### src/rtl/prt_pkg.sv
`default_nettype none

package prt_pkg;

  // Register map, index = paddr[3:2]
  localparam int unsigned RegAddrW = 4;
  localparam logic [1:0] REG_TIMER_ENABLE = 2'd0;
  localparam logic [1:0] REG_CLOCK_SELECT = 2'd1;
  localparam logic [1:0] REG_RELOAD_VALUE = 2'd2;

  // Clock select codes
  localparam logic [1:0] SEL_1024 = 2'd0;
  localparam logic [1:0] SEL_16   = 2'd1;
  localparam logic [1:0] SEL_64   = 2'd2;
  localparam logic [1:0] SEL_256  = 2'd3;

  localparam int unsigned AccumW = 11;

  // Configuration as seen by the engine
  typedef struct packed {
    logic       timer_enable;
    logic [1:0] clock_select;
    logic [7:0] reload_value;
  } cfg_t;

  // Cycles per counter step for a clock select code
  function automatic logic [AccumW-1:0] period_of(input logic [1:0] sel);
    logic [AccumW-1:0] p;
    case (sel)
      SEL_1024: p = 11'd1024;
      SEL_16:   p = 11'd16;
      SEL_64:   p = 11'd64;
      SEL_256:  p = 11'd256;
      default:  p = 11'd1024;
    endcase
    return p;
  endfunction

endpackage

`default_nettype wire

### src/rtl/prt_regs.sv
`default_nettype none

module prt_regs
  import prt_pkg::*;
(
  input  wire logic                clk_i,
  input  wire logic                rst_ni,
  input  wire logic                psel,
  input  wire logic                penable,
  input  wire logic                pwrite,
  input  wire logic [RegAddrW-1:0] paddr,
  input  wire logic [31:0]         pwdata,
  output logic      [31:0]         prdata,
  output logic                     pready,
  output cfg_t                     cfg_o
);

  cfg_t cfg_q, cfg_d;
  logic wr_en;

  assign pready = 1'b1;
  assign wr_en  = psel && penable && pwrite;

  // Register write decode
  always_comb begin
    cfg_d = cfg_q;
    if (wr_en) begin
      case (paddr[3:2])
        REG_TIMER_ENABLE: cfg_d.timer_enable = pwdata[0];
        REG_CLOCK_SELECT: cfg_d.clock_select = pwdata[1:0];
        REG_RELOAD_VALUE: cfg_d.reload_value = pwdata[7:0];
        default:          cfg_d = cfg_q;
      endcase
    end
  end

  always_ff @(posedge clk_i or negedge rst_ni) begin
    if (!rst_ni) begin
      cfg_q <= '0;
    end else begin
      cfg_q <= cfg_d;
    end
  end

  // Read mux
  always_comb begin
    case (paddr[3:2])
      REG_TIMER_ENABLE: prdata = {31'd0, cfg_q.timer_enable};
      REG_CLOCK_SELECT: prdata = {30'd0, cfg_q.clock_select};
      REG_RELOAD_VALUE: prdata = {24'd0, cfg_q.reload_value};
      default:          prdata = 32'd0;
    endcase
  end

  assign cfg_o = cfg_q;

endmodule

`default_nettype wire

### src/rtl/prt_engine.sv
`default_nettype none

module prt_engine
  import prt_pkg::*;
(
  input  wire logic       clk_i,
  input  wire logic       rst_ni,
  input  wire cfg_t       cfg_i,
  input  wire logic       in_valid_i,
  output logic            in_ready_o,
  input  wire logic [7:0] tick_cycles_i,
  output logic            out_valid_o,
  input  wire logic       out_ready_i,
  output logic      [7:0] divider_value_o,
  output logic      [7:0] counter_value_o,
  output logic            timer_irq_o
);

  typedef enum logic [1:0] {
    ST_IDLE  = 2'b01,
    ST_DRAIN = 2'b10
  } state_e;

  state_e state_q, state_d;

  logic [7:0]        prescale_q, prescale_d;
  logic [7:0]        divider_q, divider_d;
  logic [AccumW-1:0] accum_q, accum_d;
  logic [7:0]        counter_q, counter_d;
  logic              irq_q, irq_d;

  logic       out_valid_q, out_valid_d;
  logic [7:0] out_div_q, out_div_d;
  logic [7:0] out_cnt_q, out_cnt_d;
  logic       out_irq_q, out_irq_d;

  logic [8:0]        div_sum;
  logic [AccumW:0]   drain_diff;
  logic              drain_ok;
  logic              out_free;

  // Shared subtract/compare: one period out of the accumulator per cycle
  assign drain_diff = {1'b0, accum_q} - {1'b0, period_of(cfg_i.clock_select)};
  assign drain_ok   = cfg_i.timer_enable && !drain_diff[AccumW];

  assign div_sum  = {1'b0, prescale_q} + {1'b0, tick_cycles_i};
  assign out_free = !out_valid_q || out_ready_i;

  assign in_ready_o = (state_q == ST_IDLE);

  // Sequencer
  always_comb begin
    state_d     = state_q;
    prescale_d  = prescale_q;
    divider_d   = divider_q;
    accum_d     = accum_q;
    counter_d   = counter_q;
    irq_d       = irq_q;
    out_valid_d = out_valid_q && !out_ready_i;
    out_div_d   = out_div_q;
    out_cnt_d   = out_cnt_q;
    out_irq_d   = out_irq_q;

    case (state_q)
      ST_IDLE: begin
        if (in_valid_i) begin
          prescale_d = div_sum[7:0];
          if (div_sum[8]) begin
            divider_d = divider_q + 8'd1;
          end
          if (cfg_i.timer_enable) begin
            accum_d = accum_q + {3'd0, tick_cycles_i};
          end
          irq_d   = 1'b0;
          state_d = ST_DRAIN;
        end
      end
      ST_DRAIN: begin
        if (drain_ok) begin
          accum_d = drain_diff[AccumW-1:0];
          if (counter_q == 8'hFF) begin
            counter_d = cfg_i.reload_value;
            irq_d     = 1'b1;
          end else begin
            counter_d = counter_q + 8'd1;
          end
        end else if (out_free) begin
          out_valid_d = 1'b1;
          out_div_d   = divider_q;
          out_cnt_d   = counter_q;
          out_irq_d   = irq_q;
          state_d     = ST_IDLE;
        end
      end
      default: state_d = ST_IDLE;
    endcase
  end

  always_ff @(posedge clk_i or negedge rst_ni) begin
    if (!rst_ni) begin
      state_q     <= ST_IDLE;
      prescale_q  <= '0;
      divider_q   <= '0;
      accum_q     <= '0;
      counter_q   <= '0;
      irq_q       <= 1'b0;
      out_valid_q <= 1'b0;
    end else begin
      state_q     <= state_d;
      prescale_q  <= prescale_d;
      divider_q   <= divider_d;
      accum_q     <= accum_d;
      counter_q   <= counter_d;
      irq_q       <= irq_d;
      out_valid_q <= out_valid_d;
    end
  end

  // Result register, no reset needed
  always_ff @(posedge clk_i) begin
    out_div_q <= out_div_d;
    out_cnt_q <= out_cnt_d;
    out_irq_q <= out_irq_d;
  end

  assign out_valid_o     = out_valid_q;
  assign divider_value_o = out_div_q;
  assign counter_value_o = out_cnt_q;
  assign timer_irq_o     = out_irq_q;

endmodule

`default_nettype wire

### src/rtl/prescaled_reload_timer_core.sv
// Channel   Dir  Handshake               Payload
// input     in   in_valid_i/in_ready_o   tick_cycles_i[7:0]
// result    out  out_valid_o/out_ready_i divider_value_o, counter_value_o, timer_irq_o
// config    in   APB psel/penable/pready timer_enable, clock_select, reload_value
//
// An item drains N counter steps, N being up to 16 at period 16 and up to 79
// after a period change; one shared subtractor takes one period out of the
// accumulator per cycle.
// Reset clears timer state and config, not the result data; no clearing pass.
// A finished result waits in an output register, so the next item is taken
// while it is unread; a drained item stalls only if that register is still full.
`default_nettype none

module prescaled_reload_timer_core
  import prt_pkg::*;
(
  input  wire logic                clk_i,
  input  wire logic                rst_ni,
  input  wire logic                psel,
  input  wire logic                penable,
  input  wire logic                pwrite,
  input  wire logic [RegAddrW-1:0] paddr,
  input  wire logic [31:0]         pwdata,
  output logic      [31:0]         prdata,
  output logic                     pready,
  input  wire logic                in_valid_i,
  output logic                     in_ready_o,
  input  wire logic [7:0]          tick_cycles_i,
  output logic                     out_valid_o,
  input  wire logic                out_ready_i,
  output logic      [7:0]          divider_value_o,
  output logic      [7:0]          counter_value_o,
  output logic                     timer_irq_o
);

  cfg_t cfg;

  prt_regs u_regs (
    .clk_i   (clk_i),
    .rst_ni  (rst_ni),
    .psel    (psel),
    .penable (penable),
    .pwrite  (pwrite),
    .paddr   (paddr),
    .pwdata  (pwdata),
    .prdata  (prdata),
    .pready  (pready),
    .cfg_o   (cfg)
  );

  prt_engine u_engine (
    .clk_i           (clk_i),
    .rst_ni          (rst_ni),
    .cfg_i           (cfg),
    .in_valid_i      (in_valid_i),
    .in_ready_o      (in_ready_o),
    .tick_cycles_i   (tick_cycles_i),
    .out_valid_o     (out_valid_o),
    .out_ready_i     (out_ready_i),
    .divider_value_o (divider_value_o),
    .counter_value_o (counter_value_o),
    .timer_irq_o     (timer_irq_o)
  );

endmodule

`default_nettype wire

### config.mk
export PLATFORM = sky130hd
export DESIGN_NAME = prescaled_reload_timer_core
export DESIGN_NICKNAME = d
export VERILOG_FILES = /design/src/rtl/prt_pkg.sv /design/src/rtl/prt_regs.sv /design/src/rtl/prt_engine.sv /design/src/rtl/prescaled_reload_timer_core.sv
export SDC_FILE = /design/constraint.sdc
export NUM_CORES = 1
export LEC_CHECK = 0
export ABC_AREA = 1
export BUFFER_PORTS_ARGS = -buffer_cell sky130_fd_sc_hd__clkbuf_2
export CAP_MARGIN = 10
export CORE_MARGIN = 2
export CORE_UTILIZATION = 58
export DETAILED_ROUTE_END_ITERATION = 8
export PLACE_DENSITY = 0.93
export SLEW_MARGIN = 20
export SYNTH_ARGS = -nofsm -noshare
export SYNTH_HDL_FRONTEND = slang
export SYNTH_SLANG_ARGS = --single-unit
### constraint.sdc
create_clock -name clk_i -period 5.2 [get_ports clk_i]
set_clock_uncertainty 0.05 [all_clocks]
set_input_delay 0.52 -clock clk_i [delete_from_list [all_inputs] [get_ports clk_i]]
set_output_delay 0.52 -clock clk_i [all_outputs]
set_load 0.01 [all_outputs]
==> results of run 1 <==
-- sequential cells by signal, summed over array words and instances (netlist names) --
| register | count |
|---|---|
| u_engine.accum_q | 11 |
| u_regs.cfg_o | 11 |
| u_engine.counter_q | 8 |
| u_engine.counter_value_o | 8 |
| u_engine.divider_q | 8 |
| u_engine.divider_value_o | 8 |
| u_engine.prescale_q | 8 |
| u_engine.state_q | 2 |
| u_engine.irq_q | 1 |
| u_engine.out_valid_o | 1 |
| u_engine.timer_irq_o | 1 |
-- per-stage QoR --
step	hold slack [ns]	worst slack [ns]	power [mW]	std cells	utilization (%)
3_5_place_dp	0.3877	2.950	1.674	656	64.16
4_1_cts	0.2486	3.047	2.125	672	67.18
5_1_grt	0.2903	2.883	2.297	672	67.18
2_1_floorplan	0.1744	2.716	1.464	537	-
3_3_place_gp	0.3836	3.000	1.604	656	64.16
6_report	0.2242	3.041	2.129	672	67.18
-- layout make-up --
cell class	instances	area (µm²)	area share (%)
Timing Repair Buffer	53	270.3	5.889
Multi-Input combinational cell	376	1989	43.35
Inverter	64	240.2	5.234
Clock buffer	9	123.9	2.699
Clock inverter	7	82.58	1.799
Sequential cell	67	1763	38.41
Tap cell	96	120.1	2.617
-- power by group --
part	switching, mW	total [mW]	internal (mW)
logic	0.555	0.891	0.336
registers	0.110	0.784	0.675
clock network	0.225	0.454	0.229
-- layer usage --
metal	global-route usage, %	part of all wire [%]	wire length (µm)	vias to the layer above
li1	-	-	-	1712
met1	26.13	40	3347	1608
met2	38.62	50	4142	136
met3	6.530	5.9	488	29
met4	11.43	3.7	307	0
met5	0	0	0	-
-- kinds of logic after synthesis --
logic type                 share of synthesized area [%]
AOI/OAI and AO/OA                                  7.072
xor gates and xnor gates                           3.187
adders and majority gates                          7.952
buffers and inverters                              11.08
DFF                                                42.76
muxes                                             0.5159
other                                             0.1822
and+or+nand+nor                                    27.25
-- layout by cell type, fill, tap and decap left out, drive strengths merged --
| cell type | count |
|---|---|
| nand2 | 160 |
| inv | 67 |
| clkbuf | 60 |
| dfrtp | 49 |
| nand3 | 41 |
| nor2 | 38 |
| o21ai | 31 |
| conb | 25 |
| ha | 23 |
| a21oi | 18 |
| edfxtp | 17 |
| xor2 | 8 |
| nand4 | 7 |
| xnor2 | 7 |
| or2 | 4 |
| and3 | 2 |
| o21bai | 2 |
| fa | 2 |
| clkinvlp | 2 |
| buf | 2 |
| o31ai | 1 |
| o311ai | 1 |
| clkinv | 1 |
| o211ai | 1 |
| o21a | 1 |
| nand3b | 1 |
| mux2i | 1 |
| mux2 | 1 |
| nor3 | 1 |
| bufinv | 1 |
| dfstp | 1 |
-- worst min path at each step --
| stage | to | slack [ns] | cells after the start |
|---|---|---|---|
| 6_report | u_engine.accum_q[8]$_DFFE_PN0P_ | 0.22 | 2 |
| 5_1_grt | u_engine.accum_q[8]$_DFFE_PN0P_ | 0.29 | 2 |
| 4_1_cts | u_engine.accum_q[8]$_DFFE_PN0P_ | 0.25 | 2 |
| 3_5_place_dp | u_engine.timer_irq_o$_DFFE_PP_ | 0.39 | 0 |
| 3_3_place_gp | u_engine.timer_irq_o$_DFFE_PP_ | 0.38 | 0 |
| 2_1_floorplan | u_engine.accum_q[0]$_DFFE_PN0P_ | 0.17 | 0 |
==> flow_summary.toml, run 1 <==
[logic_synthesis]
edff_count_synth = 17
synthDominantCellAreaShare_pct = 29.74
syn-mean-instance-area_um2 = 8.021
postSynthCellCount = 514
async_reset_ff_share_pct = 74.63
leading_post_synthesis_cells_by_instance_count = "nand2_1, inv_1, dfrtp_1"
synthDominantAreaCellType = "dfrtp_1"
ys_warn_count = 0
ys_ff_latch = 67
synth.cell_area_mm2 = 0.004123
synth_top_flop_cell = "dfrtp_1"
synth_area_leaders = "dfrtp_1, nand2_1, edfxtp_1"
synth_cell_type_count = 40
synth_seq_area_share_pct = 42.76
post-synth-top-count-cell = "nand2_1"

[setup_path]
cp.buffers_inverters = 3
critical_path.most_common_cell = "nand2_1"
path_cells = "inv_1, nand2_1, ha_1, inv_1, nor2_1, a21oi_1, nand2_2, nand2_1, nand2_1, nor2_1, buf_4"
reg2reg_setup_slack_ns = 3.04
worst_setup_path_startpoint = "u_regs.cfg_o[8]$_DFFE_PN0P_"
path_delay_family = "simple AND/OR/NAND/NOR gates"
cp.arrival_ns = 2.16
timing.critical_path.to_type = "flop"
crit_path_max_incr_delay_ns = 0.42
timing.reg2reg.worst_path_depth = 11
worstPathMaxFanout = 17
worst_r2r_endpoint = "u_engine.divider_value_o[4]$_DFFE_PP_"
crit_path_start_kind = "flop"
critical_path_cell_count = 11
crit_type = "reg2reg"
critical-path-slowest-cell = "dfrtp_1"
critPathCapture = "u_engine.divider_value_o[4]$_DFFE_PP_"
endpoint_required_time_on_the_critical_path_ns = 5.20
regToRegStartpoint = "u_regs.cfg_o[8]$_DFFE_PN0P_"

[finish]
layout.filler_cells = 529
antenna_cells_inserted = 0
syn2layout_area_growth_pct = 11.32
design_area_mm2 = 0.004589
nets = 647
post_route_cells_drive_above_1_share_pct = 15.97

[clocking]
post_cts.repair.setup_buffers = 0
post_cts_resize_count = 0
clock-root-buffer = "clkbuf_8"
cts-buffers-inserted = 9
worst_setup_hold_path_clk_slew_ns = 0.08
cts_tree = "yes"
clock_path_buffers = 2
clock_sinks = 67
cts.hold.buffers_added = 0
htreeDepth = 3
clk_latency_ns = 0.35

[sta]
fin_setup_tns_ns = 0
setup_viol = 0
period_needed_ns = 2.159
finalHoldViolCount = 0
timing.max_slew.rel_slack_pct = 56.37
finalCritPeriodShare_pct = 41.52
tightestPinTransition_ns = 0.6545
slew_viols_final = 0
unrepaired_setup_endpoints_after_global_routing = "no"
fmax_mhz = 463.2

[drt]
avgRoutedWirePerCell_um = 12.33
drc = 0
drt_iter0_drc = 183
detailedRoute.firstPassIterationCount = 5
vias_per_cell = 5.186
residual_antenna_violating_net_count_after_detailed_routing = 0
dr_total_vias = 3485
routed_wirelength_um = 8284

[global_route]
number_of_antenna_violations_at_the_first_check_in_global_routing = 0
first_global_vias = 3267
global_route.usage.total_pct = 22.69
globalRouteOverflowTotal = 0
grt_pass1_wl_um = 13790
grt_start_max_net_pins = 51

[hold_path]
min-delay-path-class = "in2async"

[pwr]
power-per-cell-area_mw_per_mm2 = 463.9
power.ir.vdd_worst_mv = 0.2483
power_leakage_nw = 2.480

[placement]
dp_hpwl_um = 6322
gp_routability_congestion = 0.8566
postPlaceCellArea_mm2 = 0.004383
number_of_buffers_added_on_ports = 51

[floorplan]
fp.coreArea_mm2 = 0.006832
floorplan.initialDensity_pct = 60.35
placement_rows = 30
fp.dieW_um = 88.31
dieHeight_um = 88.31
io_pins = 103
floorplan.die_area_mm2 = 0.007799

[outcome]
run_status = "finished, final reports clean"

[job]
max_cap_viol_count = 0
(Power assumes the default switching activity.)
==> run 2: changes to the inputs <==
Settings changed: CORE_UTILIZATION 58 to 54, PLACE_DENSITY 0.93 to 0.88.
Clock period 5.2 ns to 2.2 ns, I/O delays scaled along.
==> run 2 against run 1 <==
Effect of this change: clock power grew to 2.5 times the previous value; largest power group unchanged; sequential share of layout area shrank 0.86 points; highest routed layer unchanged; die area increased by 7.1%; critical path type unchanged; largest cell class unchanged.
==> flow_summary.toml, run 2 (synthesis results as in run 1) <==
[outcome]
run_status = "finished, final reports clean"

[drt]
routed_wirelength_um = 8052
avgRoutedWirePerCell_um = 11.82
residual_antenna_violating_net_count_after_detailed_routing = 0
detailedRoute.firstPassIterationCount = 5
vias_per_cell = 5.043
dr_total_vias = 3434
drt_iter0_drc = 227
drc = 0

[clocking]
htreeDepth = 3
worst_setup_hold_path_clk_slew_ns = 0.08
clock_sinks = 67
clk_latency_ns = 0.35
clock_path_buffers = 2
cts_tree = "yes"
cts-buffers-inserted = 9
clock-root-buffer = "clkbuf_8"

[floorplan]
fp.coreArea_mm2 = 0.007331
floorplan.initialDensity_pct = 56.24
io_pins = 103
fp.dieW_um = 91.38
dieHeight_um = 91.38
floorplan.die_area_mm2 = 0.008349
placement_rows = 31

[global_route]
grt_pass1_wl_um = 13920
globalRouteOverflowTotal = 0
first_global_vias = 3239
grt_start_max_net_pins = 22
number_of_antenna_violations_at_the_first_check_in_global_routing = 0
global_route.usage.total_pct = 20.56

[hold_path]
min-delay-path-class = "in2reg"
timing.hold.worst.start = "pwdata[4]"

[finish]
most-common-layout-cells = "nand2_1, inv_1, clkbuf_2"
finalNonFillerCells = 681
antenna_cells_inserted = 0
most_common_cell_after_layout_fill_and_taps_aside = "nand2_1"
nets = 653
design_area_mm2 = 0.004695
syn2layout_area_growth_pct = 13.87
post_route_cells_drive_above_1_share_pct = 17.18

[sta]
finalHoldViolCount = 0
finalCritPeriodShare_pct = 92.02
setup_viol = 0
fmax_mhz = 494.0
tightestPinTransition_ns = 0.5484
fin_setup_tns_ns = 0
timing.max_slew.rel_slack_pct = 63.44
period_needed_ns = 2.024
slew_viols_final = 0
unrepaired_setup_endpoints_after_global_routing = "no"

[setup_path]
worst_setup_path_startpoint = "u_regs.cfg_o[9]$_DFFE_PN0P_"
cp.arrival_ns = 2.03
crit_type = "reg2reg"
endpoint_required_time_on_the_critical_path_ns = 2.21
timing.critical_path.to_type = "flop"
worstPathMaxFanout = 17
crit_path_start_kind = "flop"
regToRegStartpoint = "u_regs.cfg_o[9]$_DFFE_PN0P_"

[pwr]
power_leakage_nw = 2.527
report.power.total_mw = 5.139
power.ir.vdd_worst_mv = 0.4815
power-per-cell-area_mw_per_mm2 = 1095

[placement]
place_inst = 663
postPlaceCellArea_mm2 = 0.004437
dp_hpwl_um = 6071
gp_routability_congestion = 0.9264
number_of_buffers_added_on_ports = 51

[job]
max_cap_viol_count = 0
[run 2: path summary, 6_finish.rpt]
kind / to / slack [ns] / depth (start not counted)
worst min register to register: u_engine.timer_irq_o$_DFFE_PP_ / 0.42 / 0
max in group asynchronous: u_engine.accum_q[6]$_DFFE_PN0P_ / 1.12 / 3
min in group asynchronous: u_engine.counter_q[5]$_DFFE_PN0P_ / 0.33 / 2
worst max-delay path: u_engine.divider_value_o[1]$_DFFE_PP_ / 0.18 / 11
worst min-delay path: u_regs.cfg_o[4]$_DFFE_PN0P_ / 0.07 / 3
worst max register to register: u_engine.divider_value_o[1]$_DFFE_PP_ / 0.18 / 11
[run 2: worst max-delay path, stage by stage (launching register included)]
cell     delay, ns
dfrtp_1       0.42
nor2_1        0.20
ha_1          0.21
nand2_1       0.06
nand2_1       0.06
nand2_1       0.10
nand2_1       0.09
nand2_2       0.07
nand2_1       0.06
nand2_1       0.11
nor2_4        0.13
buf_12        0.15
[run 2: report_power, final]
group | switching, mW | internal, mW
registers | 0.245 | 1.59
logic | 1.31 | 0.844
clock network | 0.502 | 0.646
total | 2.05 | 3.08
[run 2: layer usage]
metal	up-vias	track usage, %	part of all wire (%)
met5	-	0	0
met4	0	8.460	2.8
met3	22	3.983	6.1
met2	121	34.94	50
met1	1561	25.70	41
li1	1730	-	-
[run 2: cell type report]
class,instances,area (µm²)
well taps,99,123.9
repair buffers,59,330.3
clock buffers,9,123.9
flip-flops and latches,67,1763
clock inverters,7,100.1
inverters,64,240.2
fillers,584,2636
multi-input cells,376,2013
[run 2: through the flow]
stage | setup WS (ns) | hold slack (ns) | utilization, %
global route | 0.008968 | 0.06763 | 64.04
detailed placement | 0.1458 | 0.1762 | 60.52
finish | 0.1755 | 0.06792 | 64.04
CTS | 0.1204 | 0.06464 | 63.71
global placement | 0.1707 | 0.1631 | 60.52
floorplan | 0.1703 | -0.1256 | -
[run 2: timing repair]
| item | in CTS | in global routing |
|---|---|---|
| buffers inserted | 0 | 1 |
| endpoints found under the setup margin | 0 | 17 |
| resized for setup | 0 | 2 |
| hold buffers | 1 | 0 |
| hold endpoints to repair | 18 | 0 |
